File: config.mk
export PLATFORM = sky130hd
export DESIGN_NAME = sfr_mul
export DESIGN_NICKNAME = d
export VERILOG_FILES = /design/src/hw/rtl/sfr_mul.sv
export SDC_FILE = /design/constraint.sdc
export NUM_CORES = 2
export LEC_CHECK = 0
export BUFFER_PORTS_ARGS = -buffer_cell sky130_fd_sc_hd__buf_2
export CELL_PAD_IN_SITES_DETAIL_PLACEMENT = 0
export CELL_PAD_IN_SITES_GLOBAL_PLACEMENT = 1
export CORE_UTILIZATION = 47
export DETAILED_ROUTE_END_ITERATION = 6
export PLACE_DENSITY_LB_ADDON = 0.12
export SLEW_MARGIN = 10
export SYNTH_ARGS = -nofsm -noshare
export SYNTH_HDL_FRONTEND = slang
export SYNTH_SLANG_ARGS = --single-unit
File: constraint.sdc
create_clock -name clk -period 9.5 [get_ports clk]
set_input_delay 0.475 -clock clk [delete_from_list [all_inputs] [get_ports clk]]
set_output_delay 0.475 -clock clk [all_outputs]
set_load 0.01 [all_outputs]
File: src/hw/rtl/sfr_mul.sv
// Shared signed 33x33 multiplier with registered product.
// Depends on nothing.
module sfr_mul (
    input  logic               clk,
    input  logic signed [32:0] a,
    input  logic signed [32:0] b,
    output logic signed [65:0] p
);
    logic signed [65:0] p_reg;

    always_ff @(posedge clk)
    begin
        p_reg <= a * b;
    end

    assign p = p_reg;
endmodule

* After elaboration in Yosys (flattened, before gate mapping)
Index checks and enable logic that the tools add are counted.
** Storage, ports and cells
- Output and inout bits :: 66
- Register bits :: 66
** Cells by class
- $mul :: 1
** Operator list (count)
- $mul A33 B33 Y66 :: 1

* Depth between registers and ports, before layout
- Depth in word-level cells :: 1
- Mapped depth :: 27

* Least setup slack after synthesis
OpenSTA, ideal clock, no wires.
- Kind :: in2reg
- Start :: in a[32]
- End :: reg p_reg[62], in the netlist p[62]
- Required time :: 9.421 ns
- Buffers on the path :: 2
- Arrival :: 7.632 ns
- Slack :: 1.789 ns
- Cell stages on the path :: 23
- Path through :: clkbuf_1 > nand2_1 > inv_1 > fa_1 > fa_1 > fa_1 > fa_1 > fa_1 > fa_1 > fa_1 > inv_1 > fa_1 > inv_1 > ha_1 > clkbuf_1 > and3_1 > nand3_1 > nand2b_1 > a2111oi_4 > a211oi_4 > a21o_2 > a21o_1 > a211oi_2
** On the way
- Word-level cells in the longest chain between the ends :: 1
** RTL lines
- start: declaration :: RTL line 5 : input logic signed [32:0] a,
- $mul A33 B33 Y66 :: RTL line 13 : p_reg <= a * b;
- end signal: assignment :: RTL line 13
- end: declaration :: RTL line 9 : logic signed [65:0] p_reg;
Every way passes these cells.

* Final worst setup path
- Start :: in b[9]
- End :: reg p_reg[62], in the netlist p[62]
** On the way
- Word-level cells in the longest chain between the ends :: 1
** RTL lines
- start: declaration :: RTL line 6 : input logic signed [32:0] b,
- $mul A33 B33 Y66 :: RTL line 13
Every way passes these cells.

==> run_results.csv <==
group,metric,value,unit
run_status,run_status,"finished clean",
layout,layout_commonest_cell,"fa_1",
critical_path,cp-end-kind,"flip-flop",
global_routing,globalRouteTotalUtil,0.287,
sta,setup_viol,0,
place,gp_congestion,0.904,
critical_path,critical_path.max_stage_delay,1.22,ns
sta,finalCritPeriodShare,0.881,
layout,final_core_util,0.497,
global_routing,grt_pass1_wl,187000,µm
global_routing,use_met1,0.391,
critical_path,path_cells,"buf_2 -> nand2_1 -> fa_1 -> fa_1 -> fa_1 -> inv_1 -> fa_1 -> fa_1 -> fa_1 -> fa_1 -> inv_1 -> fa_1 -> inv_1 -> ha_1 -> and3_1 -> nand3_1 -> nand2b_1 -> a2111oi_4 -> a211oi_4 -> a21o_2 -> a21o_1 -> a211oi_2",
critical_path,worst_ep_arrival_time,8.69,ns
routing,drt-initial-drc-count,1377,
cts,cts_setup_buffers,0,
sta,fin_crit,8.37,ns
global_routing,grt_pass1_vias,30973,
sta,timing.final.ws_setup,1.13,ns
synthesis,syn_inst,4338,
synthesis,syn-cell-area,40700,µm²
cts,holdBufCountCts,0,
synthesis,synth_xor_area_frac,0.0146,
floorplanning,die-width,296,µm
cts,numCtsBuffers,9,
routing,vias,28017,
synthesis,synth_top_family_by_area,"adder cells",
routing,wire_per_inst,21.7,µm
critical_path,crit_top_cell,"fa_1",
routing,wirelength,118000,µm
global_routing,gr-total-overflow,0,
sta,fmax,0.119,GHz
sta,tns,0,ns
synthesis,ys_seq_area_frac,0.0324,
min_path,worst_hold_path_type,"in -> reg",
critical_path,start_kind,"input pin",
cts,htree_levels,3,
global_routing,antenna_found_initial,5,
cts,cts.clk_slew.worst_paths,0.08,ns
routing,route.detailed.drc,0,
layout,final_nets,5723,
synthesis,synth-main-ff-cell,"dfxtp_1",
synthesis,synth_fa_ha_area_frac,0.629,
layout,final_cell_mix,"fa_1 (1145), inv_1 (1131), and2_1 (562)",
floorplanning,num_rows,107,
synthesis,ys_types,80,
synthesis,synth_edf_count,0,
routing,postRouteAntennaNets,0,
layout,drive_gt1_frac,0.0509,
critical_path,crit_family,"adder cells",
critical_path,worst-setup-path-type,"in -> reg",
critical_path,path_max_fanout,33,
sta,drv_slew,0,
synthesis,synth_mux_area_frac,0,
cts,ctsResizeCount,0,
sta,hold_viol,0,
cts,clkSinkCount,66,
floorplanning,die_y,296,µm
cts,cts_tree,"done",
synthesis,ys_ff_latch,66,
floorplanning,start_util,0.476,
sta,tightestPinTransition,1.07,ns
cts,cts_root_buf,"clkbuf_16",
place,io_buffer_count,132,
floorplanning,die_area,87900,µm²
flow_run,drv_cap,0,
routing,viasPerCell,5.15,
floorplanning,num_io_pins,133,
global_routing,grt_busiest_layer,"met2",
synthesis,syn_nets,5767,
global_routing,grt_use_met3,0.0247,
floorplanning,core_area,85500,µm²
routing,dr.pass1.iters,6,
layout,areaGrowthSynthToFinish,4.48,%
sta,rsz0062_at_grt,"false",
critical_path,path_buf_inv,4,
critical_path,critPathRequiredTime,9.82,ns
cts,cts.path.max_buffers,2,
synthesis,synthSimpleGateAreaFrac,0.158,
sta,relSlewSlack,0.287,
synthesis,ys.warnings.count,0,
synthesis,synth_compound_area_frac,0.0407,
layout,largest_reg_flops,66,
synthesis,async_flop_share,0,
critical_path,critPathSlowestCell,"fa_1",
global_routing,grt_max_degree,34,
global_routing,grt_use_met2,0.486,
place,dpl.hpwl,97600,µm
synthesis,syn-mean-instance-area,9.39,µm²
place,pre_cts_ws,0.681,ns
==> area by class of cell <==
type / instances / area (µm²)
Fill cell: 8175 / 43000
Multi-Input combinational cell: 2920 / 34300
Inverter: 1131 / 4250
Tap cell: 1144 / 1430
Sequential cell: 66 / 1320
Timing Repair Buffer: 166 / 916
Clock buffer: 9 / 225
Clock inverter: 7 / 101
Antenna cell: 1 / 2.50
==> per-stage QoR <==
| step | hold slack [ns] | cells | area, µm² |
|---|---|---|---|
| floorplan | 0.602 | 4338 | 40700 |
| global placement | 0.868 | 5427 | 42200 |
| detailed placement | 0.868 | 5427 | 42200 |
| CTS | 0.677 | 5443 | 42600 |
| global route | 0.707 | 5443 | 42600 |
| finish | 0.698 | 5444 | 42600 |
==> metal layers <==
layer | vias to the layer above | part of all wire
li1 | 12249 | -
met1 | 15003 | 0.43
met2 | 618 | 0.50
met3 | 143 | 0.040
met4 | 4 | 0.035
met5 | - | 0.00022
==> cell usage after synthesis (6+ instances only) <==
master | number | share of area
a21o_1 | 36 | 0.0066
nor3_1 | 7 | 0.00086
o21ai_0 | 25 | 0.0031
o21ai_1 | 6 | 0.00074
o21a_1 | 6 | 0.0011
fa_1 | 1145 | 0.56
and2_1 | 562 | 0.086
a31oi_1 | 8 | 0.0012
clkbuf_1 | 208 | 0.019
nand2_1 | 551 | 0.051
dfxtp_1 | 66 | 0.032
a21oi_1 | 57 | 0.0070
nand3_1 | 25 | 0.0031
o21bai_1 | 11 | 0.0020
a211oi_1 | 7 | 0.0013
a211o_1 | 6 | 0.0013
ha_1 | 217 | 0.067
inv_1 | 1131 | 0.10
xor2_1 | 25 | 0.0054
buf_2 | 11 | 0.0014
nand2b_1 | 12 | 0.0018
nand4_1 | 11 | 0.0017
nor2_1 | 68 | 0.0063
xnor2_1 | 43 | 0.0092
==> cells by family after synthesis <==
family,count (synthesis)
buffers and inverters,1352
flip-flops,66
AND/OR/NAND/NOR,1271
XOR/XNOR,68
adder cells (fa/ha/maj),1362
AO/OA/AOI/OAI,219
==> worst paths after layout <==
kind / cells past startpoint / from / end / slack, ns
max: 22 / b[9] / p[62]$_DFF_P_ / 1.13
min: 3 / b[1] / p[1]$_DFF_P_ / 0.70
Power is left out: the tool's default activity adds up to more than one toggle a clock period on the data nets, which glitch-free logic cannot reach.
