--- src/hw/rtl/sfr_pkg.sv ---
// Shared types, codes and helpers for the spring follower.
// No dependencies.
package sfr_pkg;

    typedef enum logic [5:0] {
        S_IDLE, S_DIFF, S_SQ_MUL, S_SQ_ACC, S_DIST_GO, S_DIST_WAIT,
        S_RATIO_GO, S_RATIO_WAIT, S_EXT_MUL, S_EXT_USE,
        S_A_MUL, S_A_USE, S_B_MUL, S_B_USE, S_V_MUL, S_V_USE, S_P_MUL, S_P_USE,
        S_MS1_MUL, S_MS1_USE, S_MS2_MUL, S_MS2_USE, S_MS3_MUL, S_MS3_USE,
        S_VS_MUL, S_VS_ACC, S_SPD_GO, S_SPD_WAIT,
        S_CL_MUL, S_CL_GO, S_CL_WAIT,
        S_TAB0, S_TAB1, S_EX_MUL, S_EX_USE, S_PL_MUL, S_PL_USE,
        S_O_MUL, S_O_USE, S_DONE
    } state_t;

    typedef enum logic {
        IT_SQRT,
        IT_DIV
    } iter_mode_t;

    typedef struct packed {
        logic       start;
        iter_mode_t mode;
    } iter_req_t;

    typedef logic signed [67:0] wide_t;

    localparam logic [1:0] ST_MOVED      = 2'd0;
    localparam logic [1:0] ST_HELD       = 2'd1;
    localparam logic [1:0] ST_SPRING_ERR = 2'd2;
    localparam logic [1:0] ST_REINIT     = 2'd3;

    localparam logic [1:0] CFG_SQRT_SPRING      = 2'd0;
    localparam logic [1:0] CFG_MAX_DISTANCE     = 2'd1;
    localparam logic [1:0] CFG_RETRACT_STRENGTH = 2'd2;
    localparam logic [1:0] CFG_RETRACT_RATIO    = 2'd3;

    localparam int unsigned EXP_STEP_SHIFT = 5;
    localparam logic [31:0] EXP_STEP_Q30   = 32'd1040706261;
    localparam logic [16:0] INV_E_Q16      = 17'd24109;
    localparam logic [16:0] ONE_Q16        = 17'd65536;

    function automatic logic signed [31:0] sat32(input wide_t x);
        logic signed [31:0] r;
        if (x > 68'sd2147483647)
            r = 32'sh7FFFFFFF;
        else if (x < -68'sd2147483648)
            r = 32'sh80000000;
        else
            r = x[31:0];
        return r;
    endfunction

    // symmetric clamp to +-(2^31 - 1)
    function automatic logic signed [31:0] clamp_d(input logic signed [32:0] v);
        logic signed [31:0] r;
        if (v > 33'sd2147483647)
            r = 32'sh7FFFFFFF;
        else if (v < -33'sd2147483647)
            r = 32'sh80000001;
        else
            r = v[31:0];
        return r;
    endfunction

endpackage

--- src/hw/rtl/sfr_iter.sv ---
// Bit-serial square root (32 steps) and unsigned 64/32 divider (64 steps).
// Depends on sfr_pkg.
module sfr_iter (
    input  logic              clk,
    input  logic              rst_n,
    input  sfr_pkg::iter_req_t req,
    input  logic [63:0]       operand,
    input  logic [31:0]       divisor,
    output logic              done,
    output logic [63:0]       result
);
    import sfr_pkg::*;

    logic             busy_reg;
    logic             done_reg;
    logic [5:0]       cnt_reg;
    iter_mode_t       mode_reg;
    logic [63:0]      x_reg;
    logic [34:0]      rem_reg;
    logic [63:0]      res_reg;
    logic [31:0]      div_reg;
    logic [34:0]      rem_sh;
    logic [34:0]      trial;
    logic             take;
    logic [5:0]       last;

    always_comb
    begin
        if (mode_reg == IT_SQRT)
        begin
            rem_sh = {rem_reg[32:0], x_reg[63:62]};
            trial  = {1'b0, res_reg[31:0], 2'b01};
            last   = 6'd31;
        end
        else
        begin
            rem_sh = {rem_reg[33:0], x_reg[63]};
            trial  = {3'b000, div_reg};
            last   = 6'd63;
        end
        take = (rem_sh >= trial);
    end

    always_ff @(posedge clk or negedge rst_n)
    begin
        if (!rst_n)
        begin
            busy_reg <= 1'b0;
            done_reg <= 1'b0;
            cnt_reg  <= '0;
        end
        else
        begin
            done_reg <= 1'b0;
            if (req.start)
            begin
                busy_reg <= 1'b1;
                cnt_reg  <= '0;
            end
            else if (busy_reg)
            begin
                cnt_reg <= cnt_reg + 6'd1;
                if (cnt_reg == last)
                begin
                    busy_reg <= 1'b0;
                    done_reg <= 1'b1;
                end
            end
        end
    end

    always_ff @(posedge clk)
    begin
        if (req.start)
        begin
            mode_reg <= req.mode;
            x_reg    <= operand;
            div_reg  <= divisor;
            rem_reg  <= '0;
            res_reg  <= '0;
        end
        else if (busy_reg)
        begin
            x_reg   <= (mode_reg == IT_SQRT) ? {x_reg[61:0], 2'b00} : {x_reg[62:0], 1'b0};
            rem_reg <= take ? (rem_sh - trial) : rem_sh;
            res_reg <= {res_reg[62:0], take};
        end
    end

    assign done   = done_reg;
    assign result = res_reg;
endmodule

--- config.mk ---
export PLATFORM = sky130hd
export DESIGN_NAME = sfr_iter
export DESIGN_NICKNAME = d
export VERILOG_FILES = /design/src/hw/rtl/sfr_pkg.sv /design/src/hw/rtl/sfr_iter.sv
export SDC_FILE = /design/constraint.sdc
export NUM_CORES = 1
export LEC_CHECK = 0
export BUFFER_PORTS_ARGS = -buffer_cell sky130_fd_sc_hd__buf_2
export CORE_ASPECT_RATIO = 0.9
export CORE_MARGIN = 5
export CORE_UTILIZATION = 49
export DETAILED_ROUTE_END_ITERATION = 8
export GPL_ROUTABILITY_DRIVEN = 0
export PLACE_DENSITY_LB_ADDON = 0.1
export SYNTH_ARGS = -nofsm -noshare
export SYNTH_HDL_FRONTEND = slang
export SYNTH_SLANG_ARGS = --single-unit
--- constraint.sdc ---
create_clock -name clk -period 12.96 [get_ports clk]
set_clock_uncertainty 0.15 [all_clocks]
set_input_delay 3.24 -clock clk [delete_from_list [all_inputs] [get_ports clk]]
set_output_delay 3.24 -clock clk [all_outputs]
set_load 0.02 [all_outputs]
---- Word level (Yosys, flattened, before mapping) ----
Index checks and enable logic that the tools add are counted.
cells by class
  add/subtract/negate cells ............... 2
  magnitude comparators ................... 1
  eq/ne operators ......................... 1
  muxes and demuxes ....................... 15
  reductions and logical operators ........ 1
operators by type and width
  cell                                                            count
  64-bit two-way mux                                              3
  34-bit two-way mux                                              2
  35-bit by 34-bit >= comparator with 1-bit output                1
  35-bit two-way mux                                              1
  34-bit subtractor                                               1
  6-bit two-way mux                                               3
  6-bit by 1-bit adder with 6-bit output (second input constant)  1
  6-bit == test                                                   1
  1-bit two-way mux                                               6
  2-bit nonzero test                                              1
storage, ports and cells
  flip-flop bits (word level) ............. 203
  input bits .............................. 100
  output and inout port bits .............. 65
  word-level logic and storage cells ...... 28

---- Logic depth before layout (Yosys ltp) ----
  word-level depth ........................ 5
  depth in mapped cells ................... 17
  gate-level depth less buffers ........... 11

---- Worst setup path after synthesis ----
No wires, ideal clock.
  kind .................................... input to register
  start point ............................. in req[1] (netlist name)
  end point ............................... reg x_reg[0] (enable)
  library setup time ...................... 419 ps
  arrival ................................. 4938 ps
  data required time ...................... 12391 ps
  path slack .............................. 7453 ps
  stages on the path ...................... 3
  path buffers ............................ 1
  cells stage by stage .................... clkbuf_1 > nor2_1 > inv_1
on the way
  longest elaborated chain between the ends .. 1
ends and longest elaborated chain
  what                                 line            RTL
  start: declaration                   sfr_iter.sv:6   input sfr_pkg::iter_req_t req,
  2-bit nonzero test (no source line)  n/a
  end signal: assignment               sfr_iter.sv:77  x_reg <= operand;
  end signal: assignment               sfr_iter.sv:84  x_reg <= (mode_reg == IT_SQRT) ? {x_reg[61:0], 2'b00} : {x_reg[62:0], 1'b0};
  end: declaration                     sfr_iter.sv:18  logic [63:0] x_reg;
No other way between the ends.
A chain may end at the register's enable or synchronous reset.

---- Worst setup path in the final report ----
  start point ............................. reg mode_reg
  end point ............................... reg rem_reg[24]
on the way
  longest elaborated chain between the ends .. 3
  elaborated cells on any way between the ends .. 5
  those cells by class .................... 1 x add/sub; 1 x order compare; 3 x mux
ends and longest elaborated chain
  what                                                                                   line                            RTL
  start: declaration                                                                     sfr_iter.sv:17                  iter_mode_t mode_reg;
  start signal: assignment                                                               sfr_iter.sv:76                  mode_reg <= req.mode;
  35-bit two-way mux or 34-bit two-way mux (tied branches)                               sfr_iter.sv:29                  if (mode_reg == IT_SQRT)
  34-bit subtractor or 35-bit by 34-bit >= comparator with 1-bit output (tied branches)  sfr_iter.sv:85, sfr_iter.sv:41
  34-bit two-way mux *                                                                   sfr_iter.sv:85                  rem_reg <= take ? (rem_sh - trial) : rem_sh;
  end signal: assignment                                                                 sfr_iter.sv:85
  end: declaration                                                                       sfr_iter.sv:19                  logic [34:0] rem_reg;
Every way passes the cells marked *; elsewhere a longest branch is shown, timed or not.

==> out/metrics.csv <==
stage,metric,value,unit
synth,ys.flop_type,dfxtp_1,
route,first_iter_violations,519,
timing,setup_viol,0,
synth,syn_avg_cell_area,10.3,um^2
cells_and_area,final_area,0.0127,mm^2
route,firstDrtPassIters,5,
route,drcViolationCount,0,
power_and_ir_drop,p_leak,0.00600,uW
placed_design,dp_hpwl,16400,um
timing,tightest_slew,1.05,ns
global_route,met2_usage,29.1,%
cells_and_area,layout-drive-gt1-share,20.7,%
cells_and_area,nFillCells,1923,
worst_hold_path,hold_class,reg2reg,
status,status,"complete, no violations",
synth,synth_top_area_cell,edfxtp_1,
die,dieArea,0.0254,mm^2
global_route,grt_use_met1,26.1,%
clock_tree,cts.path.max_buffers,3,
critical_path,crit_type,reg2reg,
clock_tree,h-tree-depth,1,
placed_design,port_buffers,164,
route,post_drt_via_cell_ratio,5.39,
clock_tree,root_buffer,clkbuf_16,
die,initial_core_util,50.2,%
global_route,grt_usage,18.5,%
critical_path,worst_setup_path_end_kind,flip-flop,
flow_run,cap_viol_max_count,0,
clock_tree,clk_latency,0.52,ns
synth,synth_fp_nets,1198,
timing,grt_setup_unrepaired,no,
synth,syn_inst,1062,
cells_and_area,areaGrowthSynthToFinish,16.3,%
worst_hold_path,min_path_cells,2,
power_and_ir_drop,ir_drop,0.106,mV
synth,ys_seq_elements,203,
timing,slew_headroom,30.2,%
global_route,grt-busiest-layer,met2,
route,postRouteAntennaNets,0,
die,fp.dieW,167,um
synth,synth_top_area_share,26.7,%
synth,synth-edff-count,97,
critical_path,reg2reg_slack,7.34,ns
route,routedWlPerCell,16.1,um
clock_tree,post_cts_resize_count,0,
timing,finalMaxSlewViolations,0,
global_route,gr-usage-met3,4.67,%
placed_design,place_area,0.0119,mm^2
global_route,grt_pass1_vias,7885,
die,pin_count,165,
route,wl,24200,um
critical_path,r2r-end,rem_reg[24],
timing,tns,0,ns
timing,hold_violations,0,
global_route,antenna_found_initial,5,
clock_tree,cts_tree,built,
power_and_ir_drop,powerDensity,191,mW/mm^2
clock_tree,clk_pin_slew,0.06,ns
timing,fin_crit,5.62,ns
die,std_cell_rows,51,
route,vias,8082,
clock_tree,cts_buffers,23,
critical_path,start_kind,flip-flop,
critical_path,reg2reg_depth,12,
synth,yosysUniqueCellTypes,62,
global_route,grt_first_pass_wirelength,39600,um
synth,synth-async-reset-ratio,3.94,%
clock_tree,postCtsHoldBufs,0,
critical_path,critPathArrivalTime,5.90,ns
global_route,grt-ovfl-total,0,
worst_hold_path,worstHoldEndpoint,rem_reg[33],
critical_path,path_max_fanout,68,
timing,finalCritPeriodShare,43.3,%
cells_and_area,nets,1327,
synth,synth_area,0.0109,mm^2
synth,yosys_warnings,0,
synth,ys_seq_area_share,46.5,%
clock_tree,cts_setup_buffers,0,
clock_tree,cts.sinks,203,
critical_path,worstPathRequired,13.24,ns
critical_path,r2r_start,mode_reg,
worst_hold_path,hp-start,rem_reg[33],
synth,synthTopCellsByArea,"edfxtp_1, dfxtp_1, mux2i_1, o21ai_0, ha_1",
die,fp.coreArea,0.0218,mm^2
die,die_h,152,um
global_route,grt_max_degree,95,
timing,fmax,178,MHz
## per-stage QoR
stage                     utilization, %  power (uW)  instances  setup WS (ns)  hold WS, ns
after global placement              54.6        1730       1457           7.46        0.300
after CTS                           58.3        2440       1499           7.31        0.337
after floorplan                        -        1560       1062           7.45        0.276
after global routing                58.3        2580       1500           6.96        0.363
final                               58.3        2420       1500           7.34        0.343
after detailed placement            54.6        1740       1457           7.39        0.323
## cell families (layout without fill, tap and decap cells)
group / after synthesis / in the layout / share of synthesized area, %
buffers and inverters: 77 / 223 / 2.96
DFF: 203 / 203 / 46.5
adders and majority gates: 36 / 36 / 4.20
AOI/OAI and AO/OA: 214 / 214 / 12.6
and+or+nand+nor: 291 / 291 / 11.7
muxes: 207 / 207 / 19.3
other: 0 / 1 / 0
xor gates and xnor gates: 34 / 34 / 2.73
## worst max-delay path: stages (launching register included)
cell and delay [ns]:
edfxtp_1 0.58, buf_4 0.86, buf_4 0.86, mux2_2 0.43, ha_1 0.41, nand2_1 0.09, o21ai_1 0.20, a21o_1 0.14
a21oi_1 0.08, o221ai_1 0.31, a41o_2 0.67, nand2_1 0.37, o21ai_0 0.30
## area by class of cell
| type | count | area, um^2 | share of cell area [%] |
|---|---|---|---|
| Multi-Input combinational cell | 782 | 5520 | 43.5 |
| Timing Repair Buffer | 171 | 882 | 6.95 |
| Inverter | 10 | 37.5 | 0.296 |
| Tap cell | 291 | 364 | 2.87 |
| Antenna cell | 1 | 2.50 | 0.0197 |
| Clock buffer | 35 | 683 | 5.38 |
| Sequential cell | 203 | 5080 | 40.0 |
| Clock inverter | 7 | 124 | 0.976 |
## cells in the mapped netlist (9+ instances only)
library cell  number
mux2i_1          176
a31oi_1           12
inv_1             10
clkbuf_1          50
nor2_1           114
a21oi_1           33
xor2_1            14
ha_1              35
a21o_1            13
nand3_1           12
dfxtp_1           98
nand4_1           11
edfxtp_1          97
a211oi_1          22
o21ai_0           89
buf_1              9
xnor2_1           20
nor3_1            13
nand2b_1           9
mux2_2            31
nand2_1          100
## placed cells by master (no fill, tap or decap), types with 3 or more instances in the layout
cell         n
nand2_1    100
nor3b_1      6
o21bai_1     6
or3_1        3
a21oi_1     33
o31ai_1      3
a31oi_1     12
and4_1       6
clkbuf_1     6
nand3_1     12
nand2b_1     9
nor3_1      13
and3_1       3
a211oi_1    22
a32oi_1      3
buf_2      163
nor2b_1      3
inv_1        9
o21ai_0     89
ha_1        35
nor2_1     114
bufinv_16    3
and2_1       5
dfxtp_1     98
edfxtp_1    97
nand4_1     11
nor4_1       3
o211ai_1     5
buf_4        7
xor2_1      14
clkbuf_8     5
clkbuf_16   24
xnor2_1     20
dfrtp_1      7
a21o_1      13
mux2i_1    176
mux2_2      31
o221ai_1     3
## metal layers
metal	wire (um)	part of all wire, %	up-vias
li1	-	-	4140
met1	11600	48	3716
met2	10600	44	181
met3	1520	6.3	37
met4	410	1.7	8
met5	55	0.23	-
## how the worst max path moves through the flow
stage	start	endpoint	slack, ns	cells after the start
after detailed placement	mode_reg	rem_reg[24]	7.39	12
after floorplan	req[1]	x_reg[0]	7.45	3
after global placement	req[1]	x_reg[38]	7.46	4
final	mode_reg	rem_reg[24]	7.34	12
after global routing	mode_reg	rem_reg[24]	6.96	12
after CTS	mode_reg	rem_reg[24]	7.31	12
## power by group
group          total [uW]  internal [uW]  switching, uW
Combinational         931            409            522
Clock                 684            425            259
Sequential            804            755           49.2
Note: power is estimated with default switching activity, not from simulation.
